<file path="config.mk">
export PLATFORM = sky130hd
export DESIGN_NAME = internet_checksum_pseudo_header_top
export DESIGN_NICKNAME = d
export VERILOG_FILES = /design/src/rtl/core/icsum_pkg.sv /design/src/rtl/core/internet_checksum_pseudo_header_top.sv
export SDC_FILE = /design/constraint.sdc
export NUM_CORES = 1
export LEC_CHECK = 0
export BUFFER_PORTS_ARGS = -buffer_cell sky130_fd_sc_hd__buf_2
export CAP_MARGIN = 20
export CORE_MARGIN = 1
export CORE_UTILIZATION = 60
export DETAILED_ROUTE_END_ITERATION = 7
export PLACE_DENSITY = 0.81
export SLEW_MARGIN = 40
export SYNTH_ARGS = -nofsm -noshare
export SYNTH_HDL_FRONTEND = slang
export SYNTH_SLANG_ARGS = --single-unit
</file>
<file path="constraint.sdc">
create_clock -name i_clk -period 10.9 [get_ports i_clk]
set_input_delay 1.09 -clock i_clk [delete_from_list [all_inputs] [get_ports i_clk]]
set_output_delay 1.09 -clock i_clk [all_outputs]
set_load 0.005 [all_outputs]
</file>
<file path="src/rtl/core/icsum_pkg.sv">
// ----------------------------------------------------------------------------
// icsum_pkg
// Shared widths, command codes and protocol numbers for the Internet checksum
// block.
// ----------------------------------------------------------------------------
package icsum_pkg;

    localparam int unsigned CMD_W       = 2;
    localparam int unsigned BYTE_W      = 8;
    localparam int unsigned IP_W        = 32;
    localparam int unsigned WORD_W      = 16;
    localparam int unsigned COUNT_W     = 16;
    // Eight 16-bit words summed without folding need three extra bits.
    localparam int unsigned RAW_W       = WORD_W + 3;

    localparam int unsigned S_TDATA_W   = 40;
    localparam int unsigned M_TDATA_W   = 16;

    localparam int unsigned DEF_MAX_PACKET_BYTES = 1500;

    typedef logic [CMD_W-1:0] t_cmd;

    localparam t_cmd CMD_IP  = 2'd0;
    localparam t_cmd CMD_UDP = 2'd1;
    localparam t_cmd CMD_TCP = 2'd2;

    localparam logic [WORD_W-1:0] PROTO_UDP = 16'd17;
    localparam logic [WORD_W-1:0] PROTO_TCP = 16'd6;

endpackage

</file>
<file path="src/rtl/core/internet_checksum_pseudo_header_top.sv">
// ----------------------------------------------------------------------------
// internet_checksum_pseudo_header_top
// Streaming one's-complement Internet checksum with optional IPv4
// pseudo-header for UDP and TCP.
// ----------------------------------------------------------------------------
// The block takes one packet byte per cycle, except that a byte marked tlast
// waits while the output register holds a checksum not yet taken, and returns
// one 16-bit checksum per packet. Bytes pass through an input register, then
// a single stage that either pairs them into a 16-bit word and adds it to the
// running sum, or, on the last byte, adds the pending word and, for UDP and
// TCP, the pseudo-header words, and folds the carries into the output
// register. That one adder stage sets the rate of one byte per cycle outside
// that wait. The command in tuser and the remote address in tdata are used
// only on the last byte of a packet. Bytes beyond MAX_PACKET_BYTES are dropped
// from the sum and the count, but their tlast still closes the packet. The
// local address register may be written only while no packet is in flight.
module internet_checksum_pseudo_header_top #(
    parameter int unsigned MAX_PACKET_BYTES = icsum_pkg::DEF_MAX_PACKET_BYTES
) (
    input  logic                            i_clk,
    input  logic                            i_rst_n,

    input  logic                            i_cfg_valid,
    output logic                            o_cfg_ready,
    input  logic [icsum_pkg::IP_W-1:0]      i_cfg_data,     // local_ip

    input  logic                            i_s_tvalid,
    output logic                            o_s_tready,
    input  logic [icsum_pkg::S_TDATA_W-1:0] i_s_tdata,      // data_byte[7:0], remote_ip[39:8]
    input  logic [icsum_pkg::CMD_W-1:0]     i_s_tuser,      // command[1:0]
    input  logic                            i_s_tlast,

    output logic                            o_m_tvalid,
    input  logic                            i_m_tready,
    output logic [icsum_pkg::M_TDATA_W-1:0] o_m_tdata       // checksum[15:0]
);

    localparam int unsigned WW = icsum_pkg::WORD_W;
    localparam int unsigned RW = icsum_pkg::RAW_W;
    localparam int unsigned CW = icsum_pkg::COUNT_W;
    localparam int unsigned BW = icsum_pkg::BYTE_W;
    localparam logic [CW-1:0] MAX_COUNT = CW'(MAX_PACKET_BYTES);

    // Configuration
    logic [icsum_pkg::IP_W-1:0] r_local_ip;

    // Input register
    logic                        r_s1_vld;
    logic [BW-1:0]               r_s1_byte;
    logic [icsum_pkg::IP_W-1:0]  r_s1_remote;
    icsum_pkg::t_cmd             r_s1_cmd;
    logic                        r_s1_last;

    // Packet state
    logic [WW-1:0] r_sum,  n_sum;
    logic [CW-1:0] r_count, n_count;
    logic [BW-1:0] r_held, n_held;
    logic          r_odd,  n_odd;

    // Output register
    logic          r_out_vld;
    logic [WW-1:0] r_out_sum;

    logic          out_free;
    logic          s1_adv;
    logic          counted;
    logic [WW:0]   pair_sum;
    logic [WW-1:0] pair_fold;
    logic [WW-1:0] tail_word;
    logic [CW-1:0] upd_count;
    logic          pseudo_en;
    logic [WW-1:0] proto;
    logic [RW-1:0] raw_sum;
    logic [WW:0]   fold1;
    logic [WW-1:0] fold2;

    assign o_cfg_ready = 1'b1;

    assign out_free   = !r_out_vld || i_m_tready;
    // A byte that is not last never needs the output register.
    assign s1_adv     = r_s1_vld && (!r_s1_last || out_free);
    assign o_s_tready = !r_s1_vld || s1_adv;

    assign o_m_tvalid = r_out_vld;
    assign o_m_tdata  = r_out_sum;

    always_comb begin
        counted   = r_count < MAX_COUNT;
        upd_count = counted ? r_count + CW'(1) : r_count;

        pair_sum  = {1'b0, r_sum} + {1'b0, r_held, r_s1_byte};
        pair_fold = pair_sum[WW-1:0] + WW'(pair_sum[WW]);

        // The word still open at the end of the packet, padded with zero.
        if (counted) begin
            tail_word = r_odd ? {r_held, r_s1_byte} : {r_s1_byte, 8'h00};
        end else begin
            tail_word = r_odd ? {r_held, 8'h00} : '0;
        end

        pseudo_en = (r_s1_cmd == icsum_pkg::CMD_UDP) || (r_s1_cmd == icsum_pkg::CMD_TCP);
        proto     = (r_s1_cmd == icsum_pkg::CMD_UDP) ? icsum_pkg::PROTO_UDP
                                                     : icsum_pkg::PROTO_TCP;

        // Folding once at the end gives the same result as folding per add.
        raw_sum = RW'(r_sum) + RW'(tail_word);
        if (pseudo_en) begin
            raw_sum = raw_sum
                    + RW'(r_local_ip[31:16]) + RW'(r_local_ip[15:0])
                    + RW'(r_s1_remote[31:16]) + RW'(r_s1_remote[15:0])
                    + RW'(upd_count) + RW'(proto);
        end
        fold1 = (WW+1)'(raw_sum[WW-1:0]) + (WW+1)'(raw_sum[RW-1:WW]);
        fold2 = fold1[WW-1:0] + WW'(fold1[WW]);

        n_sum   = r_sum;
        n_count = r_count;
        n_held  = r_held;
        n_odd   = r_odd;
        if (r_s1_last) begin
            n_sum   = '0;
            n_count = '0;
            n_held  = '0;
            n_odd   = 1'b0;
        end else if (counted) begin
            n_count = upd_count;
            if (r_odd) begin
                n_sum  = pair_fold;
                n_held = '0;
                n_odd  = 1'b0;
            end else begin
                n_held = r_s1_byte;
                n_odd  = 1'b1;
            end
        end
    end

    always_ff @(posedge i_clk) begin
        if (!i_rst_n) begin
            r_local_ip <= '0;
        end else if (i_cfg_valid && o_cfg_ready) begin
            r_local_ip <= i_cfg_data;
        end
    end

    always_ff @(posedge i_clk) begin
        if (!i_rst_n) begin
            r_s1_vld <= 1'b0;
        end else if (o_s_tready) begin
            r_s1_vld <= i_s_tvalid;
        end
    end

    always_ff @(posedge i_clk) begin
        if (o_s_tready && i_s_tvalid) begin
            r_s1_byte   <= i_s_tdata[7:0];
            r_s1_remote <= i_s_tdata[39:8];
            r_s1_cmd    <= i_s_tuser;
            r_s1_last   <= i_s_tlast;
        end
    end

    always_ff @(posedge i_clk) begin
        if (!i_rst_n) begin
            r_sum   <= '0;
            r_count <= '0;
            r_held  <= '0;
            r_odd   <= 1'b0;
        end else if (s1_adv) begin
            r_sum   <= n_sum;
            r_count <= n_count;
            r_held  <= n_held;
            r_odd   <= n_odd;
        end
    end

    always_ff @(posedge i_clk) begin
        if (!i_rst_n) begin
            r_out_vld <= 1'b0;
        end else if (s1_adv && r_s1_last) begin
            r_out_vld <= 1'b1;
        end else if (i_m_tready) begin
            r_out_vld <= 1'b0;
        end
    end

    always_ff @(posedge i_clk) begin
        if (s1_adv && r_s1_last) begin
            r_out_sum <= ~fold2;
        end
    end

    // Every counted byte toggles the pairing flag, so it tracks the count parity.
    a_odd_parity: assert property (@(posedge i_clk) disable iff (!i_rst_n)
        r_odd == r_count[0])
        else $error("pairing flag out of step with byte count");

    a_count_limit: assert property (@(posedge i_clk) disable iff (!i_rst_n)
        r_count <= MAX_COUNT)
        else $error("byte count beyond packet limit");

    a_clear_after_last: assert property (@(posedge i_clk) disable iff (!i_rst_n)
        (s1_adv && r_s1_last) |=> (r_count == '0 && !r_odd && r_sum == '0))
        else $error("packet state not cleared after last byte");

    a_result_after_last: assert property (@(posedge i_clk) disable iff (!i_rst_n)
        (s1_adv && r_s1_last) |=> r_out_vld)
        else $error("no checksum after last byte");

    a_no_overwrite: assert property (@(posedge i_clk) disable iff (!i_rst_n)
        (r_out_vld && !i_m_tready) |-> !(s1_adv && r_s1_last))
        else $error("pending checksum overwritten");

endmodule

</file>
==> results of run 1 <==
kinds of logic (layout without fill, tap and decap cells):
family | count (synthesis) | in the layout | synth area share (%)
AND/OR/NAND/NOR | 311 | 311 | 16.0
AO/OA/AOI/OAI | 241 | 241 | 15.4
buffers and inverters | 150 | 239 | 5.47
adder cells (fa/ha/maj) | 145 | 145 | 22.1
flip-flops | 134 | 134 | 31.0
XOR/XNOR | 73 | 73 | 6.25
multiplexers | 40 | 40 | 3.84
other | 1 | 1 | 0.0355
timing repair:
action                     CTS  global route
hold endpoints to repair     0             0
gates resized for setup      0            21
setup buffers                0             3
hold buffers                 0             0
setup endpoints to repair    0            10
worst min-delay path by stage:
stage	startpoint	endpoint	cells past startpoint
floorplan	r_count[13]	r_count[13]	1
global placement	r_count[13]	r_count[13]	1
detailed placement	r_count[13]	r_count[13]	1
CTS	r_count[13]	r_count[13]	1
global route	r_count[13]	r_count[13]	1
finish	r_sum[6]	r_sum[6]	2
per-stage QoR:
step                setup TNS [ns]  cells
detailed placement               0   1373
floorplan                        0   1095
global placement                 0   1373
CTS                              0   1405
global route                -0.191   1409
finish                           0   1409
cell usage after synthesis (all sizes together) (4+ instances only):
| cell | number | area share [%] |
|---|---|---|
| a2111oi | 5 | 0.47 |
| a211o | 5 | 0.41 |
| a211oi | 16 | 1.4 |
| a21boi | 8 | 0.57 |
| a21o | 17 | 1.2 |
| a21oi | 49 | 2.3 |
| a22oi | 12 | 0.85 |
| a31oi | 6 | 0.36 |
| and2 | 11 | 0.65 |
| and3 | 26 | 1.5 |
| buf | 15 | 0.66 |
| clkbuf | 31 | 1.1 |
| dfxtp | 75 | 14 |
| edfxtp | 59 | 17 |
| fa | 69 | 13 |
| ha | 76 | 9.0 |
| inv | 104 | 3.7 |
| mux2 | 4 | 0.43 |
| mux2i | 36 | 3.4 |
| nand2 | 63 | 2.3 |
| nand2b | 8 | 0.47 |
| nand3 | 20 | 0.99 |
| nand4 | 6 | 0.36 |
| nor2 | 52 | 1.8 |
| nor2b | 59 | 3.5 |
| nor3 | 19 | 0.90 |
| nor3b | 9 | 0.69 |
| nor4 | 10 | 0.65 |
| nor4b | 4 | 0.39 |
| o2111ai | 5 | 0.41 |
| o211ai | 6 | 0.43 |
| o21a | 10 | 0.71 |
| o21ai | 62 | 2.9 |
| o21bai | 8 | 0.57 |
| o22ai | 6 | 0.36 |
| or2 | 6 | 0.36 |
| or3 | 6 | 0.40 |
| xnor2 | 32 | 2.7 |
| xor2 | 40 | 3.3 |
where the power goes:
group / switching, uW / internal (uW)
Sequential: 18.9 / 571
Combinational: 621 / 431
Clock: 245 / 349
cell type report:
| type | instances | area share, % |
|---|---|---|
| repair buffers | 103 | 4.51 |
| inverters | 104 | 3.28 |
| well taps | 225 | 2.36 |
| clock inverters | 14 | 1.38 |
| multi-input cells | 811 | 57.3 |
| flip-flops and latches | 134 | 27.5 |
| clock buffers | 18 | 3.69 |
metal layers:
layer	track usage, %	vias to the layer above
met5	0	-
met4	6.99	0
met3	4.80	42
met2	45.7	288
met1	37.0	3977
li1	-	4004
sequential cells by signal (all words and copies together) (netlist names):
name and flops:
r_s1_remote 32, r_s1_byte 8, r_s1_vld 1, r_s1_cmd 2
r_s1_last 1, o_m_tdata 16, o_m_tvalid 1, r_odd 1
r_sum 16, r_local_ip 32, r_held 8, r_count 16
cell usage in the layout (no fill, tap or decap), drive strengths merged, types with 12 or more instances in the layout:
master / n
inv: 110
nor2b: 59
a21oi: 49
nand3: 20
mux2i: 36
nor3: 19
clkbuf: 18
a22oi: 12
fa: 69
ha: 76
buf: 103
dfxtp: 75
nor2: 52
a21o: 17
nand2: 63
xor2: 40
xnor2: 32
a211oi: 16
edfxtp: 59
and3: 26
o21ai: 62
worst min-delay path: stages, from the launching register on:
cell and delay [ns]:
dfxtp_1 0.33, nand2_1 0.05, o21ai_0 0.06
==> impl_results.md, run 1 <==
* # IOs at 99
* Setup violators final at 0
* Largest net degree at the start of global routing at 66
* CTS tree: yes
* Post-synthesis cell count at between 1000 and 1500
* Layout cell share with drive strength beyond 1 at approximately 15%
* DP HPWL at 17.8 mm
* Worst-Margin Slew at approximately 0.95 ns
* Final period utilization at a little over nine tenths
* Total Die Area at around 18000 sq um
* Core Region at ~17000 sq um
* Vias at 8311
* Port buffer count at 97
* Syn avg cell area at about 9.7 sq um
* Die H at 135 microns
* Netlist Area Pre-Place at about 11000 sq um
* VDD IR max at approximately 0.12 mV
* Worst Setup End Kind: flip-flop
* Placer Congestion at 0.902
* Initial Utilization at about three fifths
* Layout Utilization at between 60 and 70%
* Total wire length at 24.1 mm
* Sequential area share after synthesis at between 30% and 40%
* Power Total at ~2200 uW
* Final Hold Slack at 0.494 ns
* Vias per cell at a little under 6
* Worst Hold Class: reg2reg
* Area grow syn2layout at 12.7%
* FP Rows at 48
* Syn nets at between 1000 and 1500
* CTS clk-pin slew, worst paths at ~0.060 ns
* Number of synthesized flops with an enable pin at between 50 and 60
* Power per cell area at around 190 nW/um^2
* Antenna diodes at 0
* FF-to-FF setup slack at roughly 0.42 ns
* Drt initial violations at around 760
* Final ANT Viol Nets at 0
* Fmax at 0.0954 GHz
* Routed length on met2 at approximately 12 mm
* Async SR Flop Fraction at 0%
* Top routing layer used: met4
* Number of global-route vias before repair at 7884
* Avg WL per Cell at approximately 17 microns
* Multi-input gate area at just under 7000 sq um
* Die X at roughly 130 microns
* Final #Nets at 1396
* Status: completed
* Final min period at approximately 10 ns
* Post-route DRC at 0
* Family with the most delay on the worst path: adder cells
* Startpoint of the worst register-to-register path: r_count[8]
* CTS Root Cell: clkbuf_16
* Clk_skew at around 0.013 ns
* Slew HR at 36.2%
* FF-to-FF End: o_m_tdata[14]
* Final slew viol count at 0
* Worst Path Required at between 10 and 15 ns
* Dpl ws at approximately 0.22 ns
* Overflow after GRT at 0
* Final Cell Area at approximately 12000 sq um
* Hold Vio Cnt, Final at 0
* Synth Register Bits at approximately 130
* Worst r2r path cells at 44
* Setup CP Type: reg2reg
* Slowest cell on crit path: fa_1
* CTS Buf Count at 17
* Metal3 WL at about 1.4 mm
* Seq. cell area at ~3300 sq um
* Critical Path Start Type: flip-flop
* Worst Setup Slack, final at approximately 0.42 ns
* Crit path launch: r_count[8]
* Arr. time, crit path at between 10 and 15 ns
* Syn. warnings at 0
* Clock Latency Late Sink at ~0.44 ns
* Main synth FF type: dfxtp_1
* CP endpoint: o_m_tdata[14]
* Worst path depth at 44
* Placement Cell Area at ~11000 sq um
* Slowest stage delay, CP at just over 0.5 ns
* Leakage at roughly 0.0054 uW
* Total clock sinks at between 100 and 150
* Wire length on met1 at around 11 mm
* WP buf/inv at 3
* Initial antenna violation count at 0
* Post-synthesis cell type count at 79
* Max Cap Viol at 0
* First-pass GRT wire length at a little under 40 mm
* H-tree depth at 4
* GRT Overall Usage at 27.4%
* Fillers at about 1200
* Most frequent cell on the critical path: ha_1
* Longest Clk Path Bufs at 2
* CP max FO at 13
* Router iterations before antenna repair at 6
Power figures use the tool's default switching activity.
==> run 2, diff against run 1 <==
CORE_UTILIZATION = 35   (was 60)
PLACE_DENSITY = default   (was 0.81)
==> impl_results.md, run 2 (synthesis gave the netlist of run 1 again) <==
* WP buf/inv at 2
* H-tree depth at 4
* Core Region at 29600 sq um
* Final #Nets at approximately 1400
* FP Rows at 63
* Hold Buf Count CTS at 0
* Longest Clk Path Bufs at 2
* Router iterations before antenna repair at 7
* Total Die Area at just over 30000 sq um
* Vias at ~8100
* Initial Utilization at 35.7%
* Final period utilization at 94.8%
* Post-route DRC at 0
* Overflow after GRT at 0
* Status: completed
* FF-to-FF setup slack at between 0.5 and 0.6 ns
* Fmax at ~0.097 GHz
* Slowest stage delay, CP at around 0.55 ns
* Setup violators final at 0
* VDD IR max at 0.122 mV
* Critical Path Start Type: flip-flop
* Final ANT Viol Nets at 0
* # IOs at just under 100
* Total wire length at around 25 mm
* Placer Congestion at between 0.8 and 0.9
* Die H at 176 microns
* Worst Path Required at between 10 and 15 ns
* Layout cell share with drive strength beyond 1 at 15.6%
* Worst Hold Class: reg2reg
* Final slew viol count at 0
* CTS tree: yes
* Clock Latency Late Sink at approximately 0.43 ns
* Max Cap Viol at 0
* Worst-Margin Slew at around 1.0 ns
* Worst Setup End Kind: flip-flop
* Largest net degree at the start of global routing at between 60 and 70
* Antenna diodes at 0
* Avg WL per Cell at 16.0 microns
* CTS Buf Count at 17
* Setup TNS at 0 ns
* Vias per cell at ~5.2
* Slowest cell on crit path: fa_1
* Clk_skew at about 0.011 ns
* Hold Vio Cnt, Final at 0
* Total clock sinks at 134
* Family with the most delay on the worst path: compound AO/OA/AOI/OAI gates
* CP max FO at 13
* Leakage at approximately 0.0054 uW
* Slew HR at 30.0%
* Most frequent cells in the layout: inv_1, buf_2, ha_1
* First-pass GRT wire length at 40.5 mm
* Arr. time, crit path at 10.56 ns
* GRT Overall Usage at between 10% and 20%
* Power per cell area at 188 nW/um^2
* Initial antenna violation count at 0
* Port buffer count at just under 100
* Setup CP Type: reg2reg
* Power Total at 2290 uW
* Final min period at between 10 and 15 ns
* Number of global-route vias before repair at about 7900
* CTS clk-pin slew, worst paths at ~0.060 ns
* Registers with the highest flip-flop counts: r_local_ip x32, r_s1_remote x32
* CTS Root Cell: clkbuf_16
* Drt initial violations at approximately 430
* Die X at about 180 microns
* Commonest non-fill, non-tap cell in the layout: inv_1
* DP HPWL at between 15 and 20 mm
* Area grow syn2layout at 15.0%
==> run 2: cell types whose count changed in the layout (fill, tap and decap cells not counted), moves of 2 or more <==
cell        before  now
inv_6            5    1
bufinv_16        2    4
dfxtp_1         71   68
clkbuf_1         0    2
buf_4            6   10
dfxtp_2          4    7
clkinvlp_4       0    3
==> run 2: power by group <==
group / switching, uW / total (uW) / internal (uW)
clock: 238 / 624 / 386
sequential: 18.9 / 590 / 571
combinational: 641 / 1070 / 430
==> run 2: layout make-up <==
type / count / area [sq um]
well taps: 390 / 488
flip-flops and latches: 134 / 3280
clock buffers: 19 / 433
fillers: 2971 / 17500
multi-input cells: 811 / 6810
repair buffers: 106 / 556
inverters: 104 / 390
clock inverters: 13 / 198
==> run 2: metrics by stage <==
| step | std cells | cell area (sq um) | worst slack (ns) | hold slack, ns | util, % |
|---|---|---|---|---|---|
| after detailed placement | 1541 | 11400 | -0.0383 | 0.470 | 38.5 |
| after global placement | 1541 | 11400 | 0.406 | 0.471 | 38.5 |
| after floorplan | 1095 | 10600 | 1.00 | 0.453 | - |
| final | 1577 | 12200 | 0.569 | 0.485 | 41.0 |
| after CTS | 1573 | 12100 | 0.0334 | 0.484 | 40.7 |
| after global routing | 1577 | 12200 | -0.0904 | 0.512 | 41.0 |
==> run 2: layer usage <==
| layer | GRT usage, % | vias to the layer above | routed length (microns) |
|---|---|---|---|
| li1 | - | 4014 | - |
| met1 | 23.3 | 3928 | 12200 |
| met2 | 26.9 | 184 | 11500 |
| met3 | 3.14 | 15 | 1260 |
| met4 | 3.66 | 0 | 210 |
| met5 | 0 | - | 0 |
==> run 2: final timing paths <==
| kind | start | to | cells past startpoint |
|---|---|---|---|
| max reg2reg | r_count[14] | o_m_tdata[14] | 41 |
| min | r_count[13] | r_count[13] | 1 |
| min reg2reg | r_count[13] | r_count[13] | 1 |
| max | r_count[14] | o_m_tdata[14] | 41 |
==> run 2: what timing repair did <==
item                                    CTS  global route
setup buffers                             0             4
cloned                                    0             0
gates resized for setup                   1            20
endpoints found under the setup margin    1             8
pin swaps                                 0             8
